--- src/rtl/ttcs_pkg.sv ---
// shared types and constants for the text terminal with cursor and scroll
// no dependencies; used by every module of the block by scoped names
package ttcs_pkg;

   localparam int COLUMNS = 40;
   localparam int ROWS    = 24;
   localparam int CELLS   = COLUMNS * ROWS;
   localparam int ADDR_W  = $clog2(CELLS);
   localparam int CNT_W   = $clog2(CELLS + 1);
   localparam int COL_W   = 6;
   localparam int ROW_W   = 5;

   localparam logic [1:0] ACT_PRINT = 2'd0;
   localparam logic [1:0] ACT_READ  = 2'd1;
   localparam logic [1:0] ACT_CLEAR = 2'd2;

   localparam logic [7:0] CH_LF     = 8'h0A;
   localparam logic [7:0] CH_CR     = 8'h0D;
   localparam logic [7:0] CH_BS     = 8'h08;
   localparam logic [7:0] CH_CURSOR = 8'hFF;
   localparam logic [7:0] GLYPH_ON  = 8'hFE;
   localparam logic [7:0] GLYPH_OFF = 8'h20;

   typedef struct packed {
      logic [1:0] action;
      logic [7:0] char_code;
      logic       advance;
      logic [9:0] cell_index;
   } req_type;

   typedef struct packed {
      logic [7:0]       cell_data;
      logic [COL_W-1:0] cursor_column;
      logic [ROW_W-1:0] cursor_row;
      logic             scrolled;
   } rsp_type;

   typedef struct packed {
      logic              wr_en;
      logic [ADDR_W-1:0] wr_addr;
      logic [7:0]        wr_data;
      logic              rd_en;
      logic [ADDR_W-1:0] rd_addr;
   } mem_req_type;

endpackage

--- src/rtl/ttcs_ctrl.sv ---
// sequencer: cursor registers, byte decode, scroll copy and clear sweeps
// depends on ttcs_pkg; drives the ttcs_charmem ports
module ttcs_ctrl (
   input  logic                  clock,
   input  logic                  reset,
   input  logic                  req_valid,
   output logic                  req_ready,
   input  ttcs_pkg::req_type     req_data,
   input  logic                  show_cursor,
   input  logic                  out_free,
   output logic                  done_valid,
   output ttcs_pkg::rsp_type     done_data,
   output ttcs_pkg::mem_req_type mem_req,
   input  logic [7:0]            rd_data
);

   typedef enum logic [2:0] {
      ST_IDLE,
      ST_COPY,
      ST_BOTTOM,
      ST_CLEAR,
      ST_DONE
   } state_type;

   state_type                      state_ff, state_in;
   logic [ttcs_pkg::CNT_W-1:0]     cnt_ff, cnt_in;
   logic [ttcs_pkg::COL_W-1:0]     col_ff, col_in;
   logic [ttcs_pkg::ROW_W-1:0]     row_ff, row_in;
   logic                           scr_ff, scr_in;
   logic                           hit_ff, hit_in;
   logic                           emit_ff, emit_in;

   logic [ttcs_pkg::ADDR_W-1:0]    cursor_pos;
   logic [ttcs_pkg::CNT_W-1:0]     copy_dst;
   logic                           last_row;
   logic                           last_col;

   assign cursor_pos = ttcs_pkg::ADDR_W'(ttcs_pkg::ADDR_W'(row_ff)
                     * ttcs_pkg::ADDR_W'(ttcs_pkg::COLUMNS)
                     + ttcs_pkg::ADDR_W'(col_ff));
   assign last_row = ((ttcs_pkg::ROW_W + 1)'(row_ff) + (ttcs_pkg::ROW_W + 1)'(1))
                     >= (ttcs_pkg::ROW_W + 1)'(ttcs_pkg::ROWS);
   assign last_col = ((ttcs_pkg::COL_W + 1)'(col_ff) + (ttcs_pkg::COL_W + 1)'(1))
                     >= (ttcs_pkg::COL_W + 1)'(ttcs_pkg::COLUMNS);
   // copy writes trail the reads by one line plus the read latency
   assign copy_dst = cnt_ff - ttcs_pkg::CNT_W'(ttcs_pkg::COLUMNS + 1);

   always_comb begin
      state_in = state_ff;
      cnt_in   = cnt_ff;
      col_in   = col_ff;
      row_in   = row_ff;
      scr_in   = scr_ff;
      hit_in   = hit_ff;
      emit_in  = emit_ff;
      mem_req  = '0;
      req_ready  = (state_ff == ST_IDLE);
      done_valid = (state_ff == ST_DONE);

      case (state_ff)
         ST_IDLE: begin
            if (req_valid) begin
               scr_in   = 1'b0;
               hit_in   = 1'b0;
               state_in = ST_DONE;
               case (req_data.action)
                  ttcs_pkg::ACT_PRINT: begin
                     case (req_data.char_code)
                        ttcs_pkg::CH_LF: begin
                           if (last_row) begin
                              scr_in   = 1'b1;
                              cnt_in   = ttcs_pkg::CNT_W'(ttcs_pkg::COLUMNS);
                              state_in = ST_COPY;
                           end else begin
                              row_in = row_ff + ttcs_pkg::ROW_W'(1);
                           end
                        end
                        ttcs_pkg::CH_CR: begin
                           col_in = '0;
                        end
                        ttcs_pkg::CH_BS: begin
                           if (col_ff != '0) begin
                              col_in = col_ff - ttcs_pkg::COL_W'(1);
                           end
                        end
                        ttcs_pkg::CH_CURSOR: begin
                           mem_req.wr_en   = 1'b1;
                           mem_req.wr_addr = cursor_pos;
                           mem_req.wr_data = show_cursor ? ttcs_pkg::GLYPH_ON
                                                         : ttcs_pkg::GLYPH_OFF;
                        end
                        default: begin
                           mem_req.wr_en   = 1'b1;
                           mem_req.wr_addr = cursor_pos;
                           mem_req.wr_data = req_data.char_code;
                           if (req_data.advance) begin
                              if (last_col) begin
                                 col_in = '0;
                                 if (last_row) begin
                                    scr_in   = 1'b1;
                                    cnt_in   = ttcs_pkg::CNT_W'(ttcs_pkg::COLUMNS);
                                    state_in = ST_COPY;
                                 end else begin
                                    row_in = row_ff + ttcs_pkg::ROW_W'(1);
                                 end
                              end else begin
                                 col_in = col_ff + ttcs_pkg::COL_W'(1);
                              end
                           end
                        end
                     endcase
                  end
                  ttcs_pkg::ACT_READ: begin
                     if (32'(req_data.cell_index) < ttcs_pkg::CELLS) begin
                        hit_in          = 1'b1;
                        mem_req.rd_en   = 1'b1;
                        mem_req.rd_addr = ttcs_pkg::ADDR_W'(req_data.cell_index);
                     end
                  end
                  ttcs_pkg::ACT_CLEAR: begin
                     col_in   = '0;
                     row_in   = '0;
                     cnt_in   = '0;
                     emit_in  = 1'b1;
                     state_in = ST_CLEAR;
                  end
                  default: begin
                  end
               endcase
            end
         end
         ST_COPY: begin
            if (cnt_ff != ttcs_pkg::CNT_W'(ttcs_pkg::CELLS)) begin
               mem_req.rd_en   = 1'b1;
               mem_req.rd_addr = cnt_ff[ttcs_pkg::ADDR_W-1:0];
               cnt_in          = cnt_ff + ttcs_pkg::CNT_W'(1);
            end else begin
               cnt_in   = ttcs_pkg::CNT_W'(ttcs_pkg::CELLS - ttcs_pkg::COLUMNS);
               state_in = ST_BOTTOM;
            end
            if (cnt_ff != ttcs_pkg::CNT_W'(ttcs_pkg::COLUMNS)) begin
               mem_req.wr_en   = 1'b1;
               mem_req.wr_addr = copy_dst[ttcs_pkg::ADDR_W-1:0];
               mem_req.wr_data = rd_data;
            end
         end
         ST_BOTTOM, ST_CLEAR: begin
            mem_req.wr_en   = 1'b1;
            mem_req.wr_addr = cnt_ff[ttcs_pkg::ADDR_W-1:0];
            mem_req.wr_data = '0;
            if (cnt_ff == ttcs_pkg::CNT_W'(ttcs_pkg::CELLS - 1)) begin
               if (state_ff == ST_BOTTOM || emit_ff) begin
                  state_in = ST_DONE;
               end else begin
                  state_in = ST_IDLE;
               end
               emit_in = 1'b0;
            end else begin
               cnt_in = cnt_ff + ttcs_pkg::CNT_W'(1);
            end
         end
         ST_DONE: begin
            if (out_free) begin
               state_in = ST_IDLE;
            end
         end
         default: begin
            state_in = ST_IDLE;
         end
      endcase
   end

   always_comb begin
      done_data.cell_data     = hit_ff ? rd_data : 8'd0;
      done_data.cursor_column = col_ff;
      done_data.cursor_row    = row_ff;
      done_data.scrolled      = scr_ff;
   end

   // reset starts a clearing pass over the buffer that emits no transaction
   always_ff @(posedge clock) begin
      if (reset) begin
         state_ff <= ST_CLEAR;
         cnt_ff   <= '0;
         col_ff   <= '0;
         row_ff   <= '0;
         scr_ff   <= 1'b0;
         hit_ff   <= 1'b0;
         emit_ff  <= 1'b0;
      end else begin
         state_ff <= state_in;
         cnt_ff   <= cnt_in;
         col_ff   <= col_in;
         row_ff   <= row_in;
         scr_ff   <= scr_in;
         hit_ff   <= hit_in;
         emit_ff  <= emit_in;
      end
   end

endmodule

--- config.mk ---
export PLATFORM = sky130hd
export DESIGN_NAME = ttcs_ctrl
export DESIGN_NICKNAME = d
export VERILOG_FILES = /design/src/rtl/ttcs_pkg.sv /design/src/rtl/ttcs_ctrl.sv
export SDC_FILE = /design/constraint.sdc
export NUM_CORES = 1
export LEC_CHECK = 0
export BUFFER_PORTS_ARGS = -buffer_cell sky130_fd_sc_hd__buf_4
export CORE_MARGIN = 5
export CORE_UTILIZATION = 55
export CTS_BUF_LIST = sky130_fd_sc_hd__clkbuf_8
export DETAILED_ROUTE_END_ITERATION = 6
export PLACE_DENSITY = 0.95
export REMOVE_ABC_BUFFERS = 1
export SETUP_SLACK_MARGIN = 0.1
export SLEW_MARGIN = 20
export SYNTH_ARGS = -nofsm -noshare
export SYNTH_HDL_FRONTEND = slang
export SYNTH_SLANG_ARGS = --single-unit
--- constraint.sdc ---
create_clock -name clock -period 3 [get_ports clock]
set_input_delay 0.3 -clock clock [delete_from_list [all_inputs] [get_ports clock]]
set_output_delay 0.3 -clock clock [all_outputs]
set_load 0.03 [all_outputs]
==> out/results.ini <==
[run_status]
status=finished, final reports clean

[job]
drv_cap=0

[logic_synthesis]
ys_seq_elements=27
ys_warn_count=0
postSynthCellCount=400
ys_async_sr_fraction=0
synth_area_per_cell_um2=7.62
synth_area_um2=3050
synth_edf_count=0
netlist-cell-type-count=79
synth_flop_cell=dfxtp_1
seq_area_frac_synth=0.177

[critical_path]
regToRegSetupSlack_ns=0.39
slowest_delay_ns=0.45
cp_common_cell=buf_4
cp_max_fo=2
path_class=reg2out
r2r_cells=8
r2r_end=row_ff[4]
worstPathCellList=ha_1 > ha_2 > inv_2 > fa_2 > buf_4 > nor3b_1 > xnor2_1 > nand2_1 > o211ai_1 > buf_4
reg2reg_from=row_ff[1]
endpoint_kind=output pin
critPathArrivalTime_ns=2.65
cpMaxStageDelayCell=fa_2
worstPathRequired_ns=2.70
cp-start-kind=flop

[detailed_routing]
post_drt_wl_per_cell_um=18.1
first_pass_iters=6
drtIter0Drc=488
antenna_left=0
via_count=3639
wl_um=10000
drc_errors=0
viasPerCell=6.57

[clocking]
cts-root-buf=clkbuf_8
cts_num_sinks=27
cts.clk_slew.worst_paths_ns=0.11
cts_made_buffers=3
clock_latency_ns=0.28
clockBufferDepth=2
cts_tree=built
cts_hold_buf=0
htree_levels=1

[layout]
design_area_um2=3870
area_growth_syn_to_layout_pct=27.1
fin_cells=554
layout-drive-gt1-share=0.313
diodes=0
nets=535
fillers=400

[power_and_ir_drop]
p_sw_frac=0.292
p_int_uw=512
p_seq_frac=0.504
power_frac_comb=0.189
p_sw_uw=212
p_leak_uw=0.00161
power_frac_clock=0.307
ir_drop_mv=0.173
powerDensity_nw_per_um2=187

[min_path]
hold_depth=3
min_from=out_free
holdPathEnd=state_ff[2]
hp-class=in2reg

[placement]
gp_congestion=0.990
dpl.hpwl_um=7540
dp.cells=546
placed_cell_area_um2=3750
port_buffers=85
pre_cts_ws_ns=0.237

[timing]
tightest_slew_ns=0.644
hold_violations=0
tns_ns=0
finalCriticalPeriod_ns=2.95
final-setup-viol-count=0
worst_slack_ns=0.0533
drv_slew=0
rsz0062_at_grt=yes
maxSlewHeadroom=0.569
min_period_over_period=0.982
max_freq_ghz=0.339
clock_skew_ns=0.00913

[global_routing]
grt_pass1_wl_um=16500
grt_max_degree=25
grt-ovfl-total=0
antenna_found_initial=0
grt_pass1_vias=3421
gr-usage-all-layers=0.275

[floorplan]
num_rows=27
fp.coreArea_um2=5440
dieHeight_um=84.5
initial_core_util=0.561
ios=86
die_w_um=84.5
die_area_um2=7130

==> cell usage in the layout, fill, tap and decap left out, types with 7 or more instances in the layout <==
cell type and instances:
nand2b_1 8, nand2_1 36, a21oi_1 25, a221o_1 7
buf_4 102, o21ai_0 24, nor2_1 31, inv_1 16
xnor2_1 7, ha_1 15, dfxtp_1 21, a22o_1 14
nor3_1 8, nand3_1 14, nand4_1 7, and2_1 12
==> synthesized netlist by cell type, drive strengths merged (5+ instances only) <==
| cell type | count | share of area |
|---|---|---|
| o31ai | 5 | 0.017 |
| a22o | 14 | 0.040 |
| a21oi | 26 | 0.044 |
| a31oi | 7 | 0.016 |
| clkbuf | 8 | 0.0098 |
| nand2 | 37 | 0.046 |
| nand4 | 7 | 0.014 |
| nor2b | 6 | 0.012 |
| inv | 18 | 0.022 |
| and2 | 12 | 0.025 |
| nor2 | 34 | 0.048 |
| buf | 17 | 0.032 |
| a211oi | 6 | 0.019 |
| ha | 16 | 0.066 |
| nand3 | 14 | 0.023 |
| nand2b | 8 | 0.016 |
| or3 | 7 | 0.015 |
| a221o | 9 | 0.030 |
| o21ai | 28 | 0.047 |
| nor3 | 10 | 0.020 |
| xnor2 | 7 | 0.020 |
| dfxtp | 27 | 0.18 |
==> kinds of logic after synthesis <==
| kind of cell | after synthesis | share of synthesized area |
|---|---|---|
| fa+ha+maj | 18 | 0.0788 |
| flops | 27 | 0.177 |
| simple gates | 162 | 0.295 |
| xor+xnor | 11 | 0.0316 |
| compound gates | 135 | 0.338 |
| mux | 4 | 0.0152 |
| buf+inv | 43 | 0.0640 |
==> timing repair <==
action | in CTS | in global routing
buffers inserted | 1 | 3
setup endpoints to repair | 5 | 15
pin swaps | 6 | 2
resized for setup | 11 | 8
cloned | 0 | 0
==> registers in the layout, indices dropped and copies added (netlist names) <==
register,count
scr_ff,1
row_ff,5
emit_ff,1
state_ff,3
hit_ff,1
cnt_ff,10
col_ff,6
==> worst max-delay path: cells and delay by family, from the launching register on <==
kind            cells  cell delay [ns]
compound gates      1             0.09
xor+xnor            1             0.17
fa+ha+maj           3             0.95
flops               1             0.33
simple gates        2             0.41
buf+inv             3             0.41
==> final cells by class <==
type / instances / area [um^2] / share of cell area
Clock buffer: 3 / 41.3 / 0.0107
Clock inverter: 1 / 5.00 / 0.00129
Inverter: 18 / 67.6 / 0.0174
Multi-Input combinational cell: 330 / 2340 / 0.604
Sequential cell: 27 / 553 / 0.143
Tap cell: 72 / 90.1 / 0.0232
Timing Repair Buffer: 103 / 777 / 0.201
==> power by group through the flow <==
stage / Sequential (uW) / Combinational [uW] / Clock (uW)
final: 365 / 136 / 222
after global routing: 365 / 146 / 239
after CTS: 366 / 134 / 216
after detailed placement: 374 / 133 / 0
after global placement: 374 / 129 / 0
after floorplan: 375 / 59.9 / 0
==> worst max path at each step <==
stage	from	cells after the start	to
5_1_grt	row_ff[0]	10	mem_req[28]
4_1_cts	row_ff[3]	10	mem_req[28]
2_1_floorplan	state_ff[1]	6	mem_req[12]
6_report	row_ff[1]	10	mem_req[27]
3_5_place_dp	row_ff[0]	10	mem_req[28]
3_3_place_gp	row_ff[0]	10	mem_req[28]
==> through the flow <==
stage / power, uW / hold slack (ns) / utilization
2_1_floorplan: 435 / 0.368 / -
3_3_place_gp: 503 / 0.482 / 0.690
3_5_place_dp: 507 / 0.479 / 0.690
4_1_cts: 716 / 0.321 / 0.707
5_1_grt: 750 / 0.360 / 0.712
6_report: 724 / 0.315 / 0.712
==> metal layers <==
layer  up-vias  wire length (um)  GRT usage
li1       1670                 -          -
met1      1649              3870      0.350
met2       267              4630      0.457
met3        53              1070     0.0402
met4         0               436      0.127
met5         -                 0          0
(Power assumes the default switching activity.)
